[src/design/fts_pkg.sv]
// ----------------------------------------------------------------------------
// fts_pkg - shared constants for the trapezoid weighted select block
// Widths of the breakpoint table, weights and running sums.
// ----------------------------------------------------------------------------
package fts_pkg;
    localparam int MAX_MEMBERS = 16;
    localparam int CORNERS     = 4;
    localparam int VALUE_BITS  = 16;
    localparam int MEM_W       = $clog2(MAX_MEMBERS);
    localparam int ADDR_W      = MEM_W + 2;
    localparam int W_BITS      = 16;
    localparam int TOT_W       = W_BITS + MEM_W;
    localparam int RND_W       = 14;
    localparam int PROD_W      = TOT_W + RND_W;
    localparam int CNT_W       = 5;
    localparam logic [W_BITS-1:0] W_ONE = '1;
endpackage

[src/design/fts_div.sv]
// ----------------------------------------------------------------------------
// fts_div - serial ramp divider
// Computes floor(num * 2^16 / den) for num < den, one quotient bit a cycle.
// ----------------------------------------------------------------------------
module fts_div import fts_pkg::*; (
    input  logic              i_clk,
    input  logic              i_rst_n,
    input  logic              i_start,
    input  logic [W_BITS-1:0] i_num,
    input  logic [W_BITS-1:0] i_den,
    output logic              o_done,
    output logic [W_BITS-1:0] o_quot
);
    logic [W_BITS-1:0] r_rem, r_den, r_q;
    logic [4:0]        r_n;
    logic              r_done;
    logic [W_BITS:0]   w_t;
    logic              w_ge;

    assign w_t  = {r_rem, 1'b0};
    assign w_ge = w_t >= {1'b0, r_den};

    always_ff @(posedge i_clk) begin
        if (!i_rst_n) begin
            r_n    <= '0;
            r_done <= 1'b0;
        end else begin
            r_done <= 1'b0;
            if (i_start) begin
                r_n <= 5'(W_BITS);
            end else if (r_n != '0) begin
                r_n <= r_n - 5'd1;
                if (r_n == 5'd1) begin
                    r_done <= 1'b1;
                end
            end
        end
    end

    always_ff @(posedge i_clk) begin
        if (i_start) begin
            r_rem <= i_num;
            r_den <= i_den;
            r_q   <= '0;
        end else if (r_n != '0) begin
            // shift in one quotient bit, subtract when it fits
            r_rem <= w_ge ? W_BITS'(w_t - {1'b0, r_den}) : w_t[W_BITS-1:0];
            r_q   <= {r_q[W_BITS-2:0], w_ge};
        end
    end

    assign o_done = r_done;
    assign o_quot = r_q;
endmodule

[src/design/fuzzy_trapezoid_weighted_select.sv]
// ----------------------------------------------------------------------------
// fuzzy_trapezoid_weighted_select - trapezoid membership and roulette pick
// Loads breakpoints into a table; an evaluate transaction weighs every
// active member and picks one by cumulative weight against a random number.
// ----------------------------------------------------------------------------
// Input channel: i_valid / o_stall. A transaction with i_action low writes one
// breakpoint (member, corner, value) and produces no result. A transaction
// with i_action high evaluates i_value and i_random.
// Output channel: o_valid / i_stall, one transaction (o_selected, o_none) per
// evaluate, held in an output register while the receiver stalls.
// Per member the sequencer reads four breakpoints through the single table
// read port, compares them and, on a ramp, runs the shared serial divider.
// The selection pass then walks the stored weights, one member a cycle.
// o_stall stays high for the whole evaluate.
// A finished result waits in its own state until the output register frees.
// member_count, written through i_cfg_we / i_cfg_data, must be written only
// while idle; the block does not enforce it. Reset (i_rst_n low, synchronous)
// returns to idle, empties the output and clears member_count; the breakpoint table is not cleared.
// ----------------------------------------------------------------------------
module fuzzy_trapezoid_weighted_select import fts_pkg::*; (
    input  logic                         i_clk,
    input  logic                         i_rst_n,
    input  logic                         i_cfg_we,
    input  logic [CNT_W-1:0]             i_cfg_data,
    input  logic                         i_valid,
    output logic                         o_stall,
    input  logic                         i_action,
    input  logic [3:0]                   i_member,
    input  logic [1:0]                   i_corner,
    input  logic signed [VALUE_BITS-1:0] i_value,
    input  logic [RND_W-1:0]             i_random,
    output logic                         o_valid,
    input  logic                         i_stall,
    output logic [3:0]                   o_selected,
    output logic                         o_none
);
    localparam logic [2:0] S_IDLE  = 3'd0;
    localparam logic [2:0] S_READ  = 3'd1;
    localparam logic [2:0] S_WEIGH = 3'd2;
    localparam logic [2:0] S_DIV   = 3'd3;
    localparam logic [2:0] S_SEL   = 3'd4;
    localparam logic [2:0] S_OUT   = 3'd5;

    logic [2:0] r_state;
    logic [CNT_W-1:0] r_cfg, r_cnt, r_i;
    logic [2:0] r_k;
    logic signed [VALUE_BITS-1:0] r_x;
    logic [RND_W-1:0] r_rnd;
    logic signed [VALUE_BITS-1:0] r_bp [CORNERS];
    logic [W_BITS-1:0] r_w [MAX_MEMBERS];
    logic [TOT_W-1:0] r_tot, r_cum;
    logic [PROD_W-1:0] r_prod;
    logic r_res_none;
    logic [3:0] r_res_sel;
    logic r_ov, r_onone;
    logic [3:0] r_osel;

    // breakpoint table
    logic [VALUE_BITS-1:0] r_mem [MAX_MEMBERS*CORNERS];
    logic [VALUE_BITS-1:0] r_rdata;
    logic [ADDR_W-1:0]     w_raddr;
    logic                  w_acc;

    assign w_acc   = i_valid && !o_stall;
    assign w_raddr = {r_i[MEM_W-1:0], r_k[1:0]};

    always_ff @(posedge i_clk) begin
        if (w_acc && !i_action) begin
            r_mem[{i_member[MEM_W-1:0], i_corner}] <= i_value;
        end
        r_rdata <= r_mem[w_raddr];
    end

    // weigh one member from its captured corners
    logic w_ramp, w_top;
    logic [W_BITS-1:0] w_num, w_den;
    always_comb begin
        w_ramp = 1'b0;
        w_top  = 1'b0;
        w_num  = W_BITS'(r_x - r_bp[0]);
        w_den  = W_BITS'(r_bp[1] - r_bp[0]);
        if (r_x > r_bp[0]) begin
            if (r_x < r_bp[1]) begin
                w_ramp = 1'b1;
            end else if (r_x <= r_bp[2]) begin
                w_top = 1'b1;
            end else if (r_x < r_bp[3]) begin
                w_ramp = 1'b1;
                w_num  = W_BITS'(r_bp[3] - r_x);
                w_den  = W_BITS'(r_bp[3] - r_bp[2]);
            end
        end
    end

    logic w_div_start, w_div_done;
    logic [W_BITS-1:0] w_quot;
    assign w_div_start = (r_state == S_WEIGH) && w_ramp;

    fts_div u_div (
        .i_clk   (i_clk),
        .i_rst_n (i_rst_n),
        .i_start (w_div_start),
        .i_num   (w_num),
        .i_den   (w_den),
        .o_done  (w_div_done),
        .o_quot  (w_quot)
    );

    // weight to store this cycle, if any
    logic              w_wr;
    logic [W_BITS-1:0] w_wv;
    always_comb begin
        w_wr = 1'b0;
        w_wv = '0;
        if (r_state == S_WEIGH && !w_ramp) begin
            w_wr = 1'b1;
            w_wv = w_top ? W_ONE : '0;
        end else if (r_state == S_DIV && w_div_done) begin
            w_wr = 1'b1;
            w_wv = w_quot;
        end
    end

    logic [TOT_W-1:0] w_tot_n, w_cum_n;
    logic             w_last, w_hit;
    assign w_tot_n = r_tot + TOT_W'(w_wv);
    assign w_cum_n = r_cum + TOT_W'(r_w[r_i[MEM_W-1:0]]);
    assign w_last  = (r_i + CNT_W'(1)) == r_cnt;
    assign w_hit   = r_prod <= {w_cum_n, {RND_W{1'b0}}};

    always_ff @(posedge i_clk) begin
        if (w_wr) begin
            r_w[r_i[MEM_W-1:0]] <= w_wv;
        end
        if (r_state == S_READ && r_k != 3'd0) begin
            r_bp[r_k[1:0] - 2'd1] <= r_rdata;
        end
    end

    always_ff @(posedge i_clk) begin
        if (!i_rst_n) begin
            r_state <= S_IDLE;
            r_cfg   <= '0;
            r_ov    <= 1'b0;
            r_i     <= '0;
            r_k     <= '0;
        end else begin
            if (i_cfg_we) begin
                r_cfg <= i_cfg_data;
            end
            // drop the output once the receiver takes it, unless refilled below
            if (r_ov && !i_stall && r_state != S_OUT) begin
                r_ov <= 1'b0;
            end
            case (r_state)
                S_IDLE: begin
                    if (w_acc && i_action) begin
                        r_x   <= i_value;
                        r_rnd <= i_random;
                        r_cnt <= (r_cfg > CNT_W'(MAX_MEMBERS)) ? CNT_W'(MAX_MEMBERS) : r_cfg;
                        r_i   <= '0;
                        r_k   <= '0;
                        r_tot <= '0;
                        r_res_none <= 1'b1;
                        r_res_sel  <= '0;
                        r_state <= (r_cfg == '0) ? S_OUT : S_READ;
                    end
                end
                S_READ: begin
                    // address corner k, capture corner k-1
                    if (r_k == 3'd4) begin
                        r_state <= S_WEIGH;
                    end else begin
                        r_k <= r_k + 3'd1;
                    end
                end
                S_WEIGH, S_DIV: begin
                    if (r_state == S_WEIGH && w_ramp) begin
                        r_state <= S_DIV;
                    end else if (w_wr) begin
                        r_tot <= w_tot_n;
                        r_k   <= '0;
                        if (w_last) begin
                            r_i     <= '0;
                            r_cum   <= '0;
                            r_prod  <= PROD_W'(r_rnd) * PROD_W'(w_tot_n);
                            r_state <= (w_tot_n == '0) ? S_OUT : S_SEL;
                        end else begin
                            r_i     <= r_i + CNT_W'(1);
                            r_state <= S_READ;
                        end
                    end
                end
                S_SEL: begin
                    r_cum <= w_cum_n;
                    if (w_hit) begin
                        r_res_none <= 1'b0;
                        r_res_sel  <= r_i[3:0];
                        r_state    <= S_OUT;
                    end else if (w_last) begin
                        r_state <= S_OUT;
                    end else begin
                        r_i <= r_i + CNT_W'(1);
                    end
                end
                S_OUT: begin
                    // hold the result until the output register is free
                    if (!r_ov || !i_stall) begin
                        r_ov    <= 1'b1;
                        r_osel  <= r_res_sel;
                        r_onone <= r_res_none;
                        r_state <= S_IDLE;
                    end
                end
                default: begin
                    r_state <= S_IDLE;
                end
            endcase
        end
    end

    assign o_stall    = (r_state != S_IDLE);
    assign o_valid    = r_ov;
    assign o_selected = r_osel;
    assign o_none     = r_onone;

    a_div_only_weigh: assert property (@(posedge i_clk) disable iff (!i_rst_n)
        w_div_done |-> r_state == S_DIV)
        else $error("divider finished outside its wait state");
    a_idx_range: assert property (@(posedge i_clk) disable iff (!i_rst_n)
        (r_state == S_SEL || r_state == S_DIV) |-> r_i < r_cnt)
        else $error("member index beyond count");
    a_none_sel: assert property (@(posedge i_clk) disable iff (!i_rst_n)
        (r_ov && r_onone) |-> r_osel == '0)
        else $error("selected set with none");
endmodule

[config.mk]
export PLATFORM = sky130hd
export DESIGN_NAME = fuzzy_trapezoid_weighted_select
export DESIGN_NICKNAME = d
export VERILOG_FILES = /design/src/design/fts_pkg.sv /design/src/design/fts_div.sv /design/src/design/fuzzy_trapezoid_weighted_select.sv
export SDC_FILE = /design/constraint.sdc
export NUM_CORES = 2
export LEC_CHECK = 0
export ABC_CLOCK_PERIOD_IN_PS = 23500
export BUFFER_PORTS_ARGS = -buffer_cell sky130_fd_sc_hd__clkbuf_2
export CAP_MARGIN = 20
export CORE_MARGIN = 3
export CORE_UTILIZATION = 55
export CTS_BUF_LIST = sky130_fd_sc_hd__clkbuf_8
export DETAILED_ROUTE_END_ITERATION = 16
export PLACE_DENSITY = 0.71
export SLEW_MARGIN = 0
export SYNTH_ARGS = -nofsm -noshare
export SYNTH_HDL_FRONTEND = slang
export SYNTH_SLANG_ARGS = --single-unit
[constraint.sdc]
create_clock -name i_clk -period 23.5 [get_ports i_clk]
set_clock_uncertainty 0.15 [all_clocks]
set_input_delay 4.7 -clock i_clk [delete_from_list [all_inputs] [get_ports i_clk]]
set_output_delay 4.7 -clock i_clk [all_outputs]
set_load 0.01 [all_outputs]
==> results by group <==
Status
  • Status: finished, final reports clean

Route
  • Iter 0 DRT Violations: between 3000 and 4000
  • Routed Wire Length: 166000 µm
  • DRT Pass-1 Iters: 6
  • Via count: around 40000
  • Routed Antenna Nets: 0
  • Vias per cell: 6.00
  • DR WL/cell: 24.6 µm
  • Drt drc: 0

Floorplan
  • Chip height: 373 µm
  • Die width: 373 µm
  • Initial Util: 55.5%
  • Die area: 139000 µm²
  • Core Footprint: 134000 µm²
  • Row cnt: 134
  • Ports: 54

CTS
  • Post-CTS Setup Bufs: 0
  • TritonCTS buffer count: between 200 and 250
  • Skew-Pair Late Insertion Delay: 960 ps
  • Clock tree sinks: ~1600
  • CTS Root Cell: clkbuf_8
  • Post-CTS Hold Buffers: 0
  • H-tree Lvls: 4
  • Max clock buf depth: 3
  • Post-CTS sizing: 0
  • CTS tree: done
  • Worst-path clk slew: 60 ps

Min path
  • Hold Crit Class: reg -> reg
  • Hold Path Depth: 0

Cells and area
  • Fillers: 9604
  • Final instance area: 82000 µm²
  • Fin util: 61.3%
  • Nets: 5300
  • Area grow syn2layout: 10.6%
  • Share of post-route cells with drive strength above 1: 20.1%
  • Non-filler instance count after layout: 6743

Timing
  • RSZ-0062 raised after global routing: no
  • Final slew viol count: 0
  • Actual slew at the worst max-slew pin: between 1000 and 1500 ps
  • Post-route setup slack: 11330 ps
  • Fmax: 82.1 MHz
  • Setup TNS: 0 ps
  • Final Hold Viols: 0
  • Minimum clock period: 12170 ps
  • Final critical-path share of the clock period: 51.8%
  • Hold slack: 276 ps
  • Final setup viols: 0
  • Slew margin rel.: 24.0%

Logic synthesis
  • Main synth FF type: edfxtp_1
  • Synth async-reset ratio: 0%
  • Syn_nets: 5044
  • Netlist cell types: 80
  • Register area share after synthesis: 62.2%
  • Synth Warn #: 0
  • Syn avg cell area: between 15 and 20 µm²
  • Syn Inst Count: 4505
  • Number of synthesized flops with an enable pin: 1495
  • Syn Std Cell Area: between 70000 and 80000 µm²
  • #FFs+latches synth: 1554

Setup path
  • Crit-path max cell delay: around 960 ps
  • Setup Crit Path Kind: reg -> reg
  • R2R cell count: 40
  • Max Fanout on Critical Path: 17
  • CP Capture Type: flip-flop
  • Critical Path RT: between 20000 and 25000 ps
  • Critical Path Source Type: flip-flop
  • CP max-delay cell: a21oi_1
  • Arrival time worst endpoint: 12680 ps
  • Cell mode on critical path: fa_1

GRT
  • First-pass GRT wire length: 255000 µm
  • Largest net degree at the start of global routing: 101
  • Tot GR Track Use: 24.2%
  • Grt ovf: 0
  • Vias in the first global route: around 41000
  • Initial antenna violation count: 11

Place
  • Port buffer count: 53
  • Gpl congestion: a little over 0.9
  • Setup WS pre-CTS: 10980 ps
  • Placed Cells: 6284
  • DP Wirelength: 110000 µm
  • Dpl cell area: 77100 µm²

Power and ir drop
  • Standby leakage power: 29.1 nW
  • VDD IR max: 0.261 mV
  • Tot Pwr: ~9.6 mW
  • PwrDens: between 100 and 150 nW/µm²

Run
  • MaxCap Viol Count: 0
## Yosys cell counts, types with 35 or more instances
| master | number | area (µm²) |
|---|---|---|
| nand2_1 | 280 | 1050 |
| o21ai_0 | 64 | 320 |
| fa_1 | 220 | 4400 |
| a21o_1 | 54 | 405 |
| nor2_1 | 190 | 713 |
| xor2_1 | 43 | 377 |
| edfxtp_1 | 1495 | 44900 |
| clkbuf_1 | 134 | 503 |
| xnor2_1 | 79 | 692 |
| mux2i_1 | 35 | 350 |
| mux4_2 | 416 | 9370 |
| nor2b_1 | 39 | 244 |
| dfxtp_1 | 59 | 1180 |
| nor3_1 | 47 | 235 |
| ha_1 | 272 | 3400 |
| inv_1 | 345 | 1290 |
| buf_1 | 40 | 150 |
| a21oi_1 | 144 | 721 |
| and2_1 | 145 | 907 |
## kinds of logic (layout without fill, tap and decap cells)
logic type	Yosys count	count (layout)	synth area share [%]
DFF	1554	1554	62.2
and+or+nand+nor	910	910	6.13
buffers and inverters	532	998	2.71
adders and majority gates	492	492	10.5
muxes	453	453	13.1
AOI/OAI and AO/OA	442	442	3.87
xor gates and xnor gates	122	122	1.44
other	0	4	0
## where the power goes
| part | switching, mW | internal, mW |
|---|---|---|
| clock | 1.07 | 1.12 |
| sequential | 0.0489 | 3.30 |
| combinational | 2.33 | 1.71 |
| total | 3.45 | 6.13 |
## sequential cells by signal (all words and copies together), names as in the netlist, 4 cells and up, named ones only
name and flops:
r_mem 1024, r_w 256, r_bp 64, r_prod 34, r_cum 20, r_tot 20
r_rdata 16, r_x 16, u_div.o_quot 16, u_div.r_den 16, u_div.r_rem 16, r_rnd 14
r_cfg 5, r_cnt 5, r_i 5, u_div.r_n 5, o_selected 4, r_res_sel 4
## cells in the final DEF, fill, tap and decap left out, drive strengths merged, types with 10 or more instances in the layout
cell type and instances:
a31oi 19, clkbuf 304, and2 145, mux2i 35, o21a 31, fa 220
or4 10, nor2 190, o21ai 65, edfxtp 1495, and3 24, nor3 49
buf 148, a21oi 146, o21bai 13, mux4 416, nand2 280, nor4 15
bufinv 10, inv 429, nand4 24, or2 10, xnor2 79, dfxtp 59
xor2 43, nand3 30, or3 21, nand2b 23, nor2b 39, clkinv 103
nor3b 19, o211ai 10, ha 272, o31ai 10, a21o 54, a211oi 23
## cell type report
class	instances	area [µm²]	area share [%]
Sequential cell	1554	46100	56.2
Multi-Input combinational cell	2419	26200	31.9
Clock buffer	251	3450	4.21
Tap cell	1768	2210	2.70
Timing Repair Buffer	201	1420	1.73
Inverter	347	1310	1.59
Clock inverter	199	1300	1.59
Antenna cell	4	10.0	0.0122
## final timing paths
| path | slack, ps | end | from |
|---|---|---|---|
| hold / removal | 280 | o_none | r_res_none |
| setup reg to reg | 11330 | r_prod[33] | r_x[15] |
| hold reg to reg | 280 | o_none | r_res_none |
| setup / recovery | 11330 | r_prod[33] | r_x[15] |
## worst max-delay path: cells and delay by family (launching register included)
family	cells	cell delay, ps
AND/OR/NAND/NOR	8	2030
buffers and inverters	5	390
flip-flops	1	430
AO/OA/AOI/OAI	16	4650
adder cells (fa/ha/maj)	9	4100
XOR/XNOR	2	160
## layer usage
metal	wire (µm)	vias up	global-route usage [%]	share of wire (%)
met5	41	-	0	0.025
met4	3740	6	6.39	2.3
met3	12800	228	4.14	7.7
met2	80000	1628	38.5	48
met1	69600	20900	35.2	42
li1	-	17700	-	-
(Power assumes the default switching activity.)
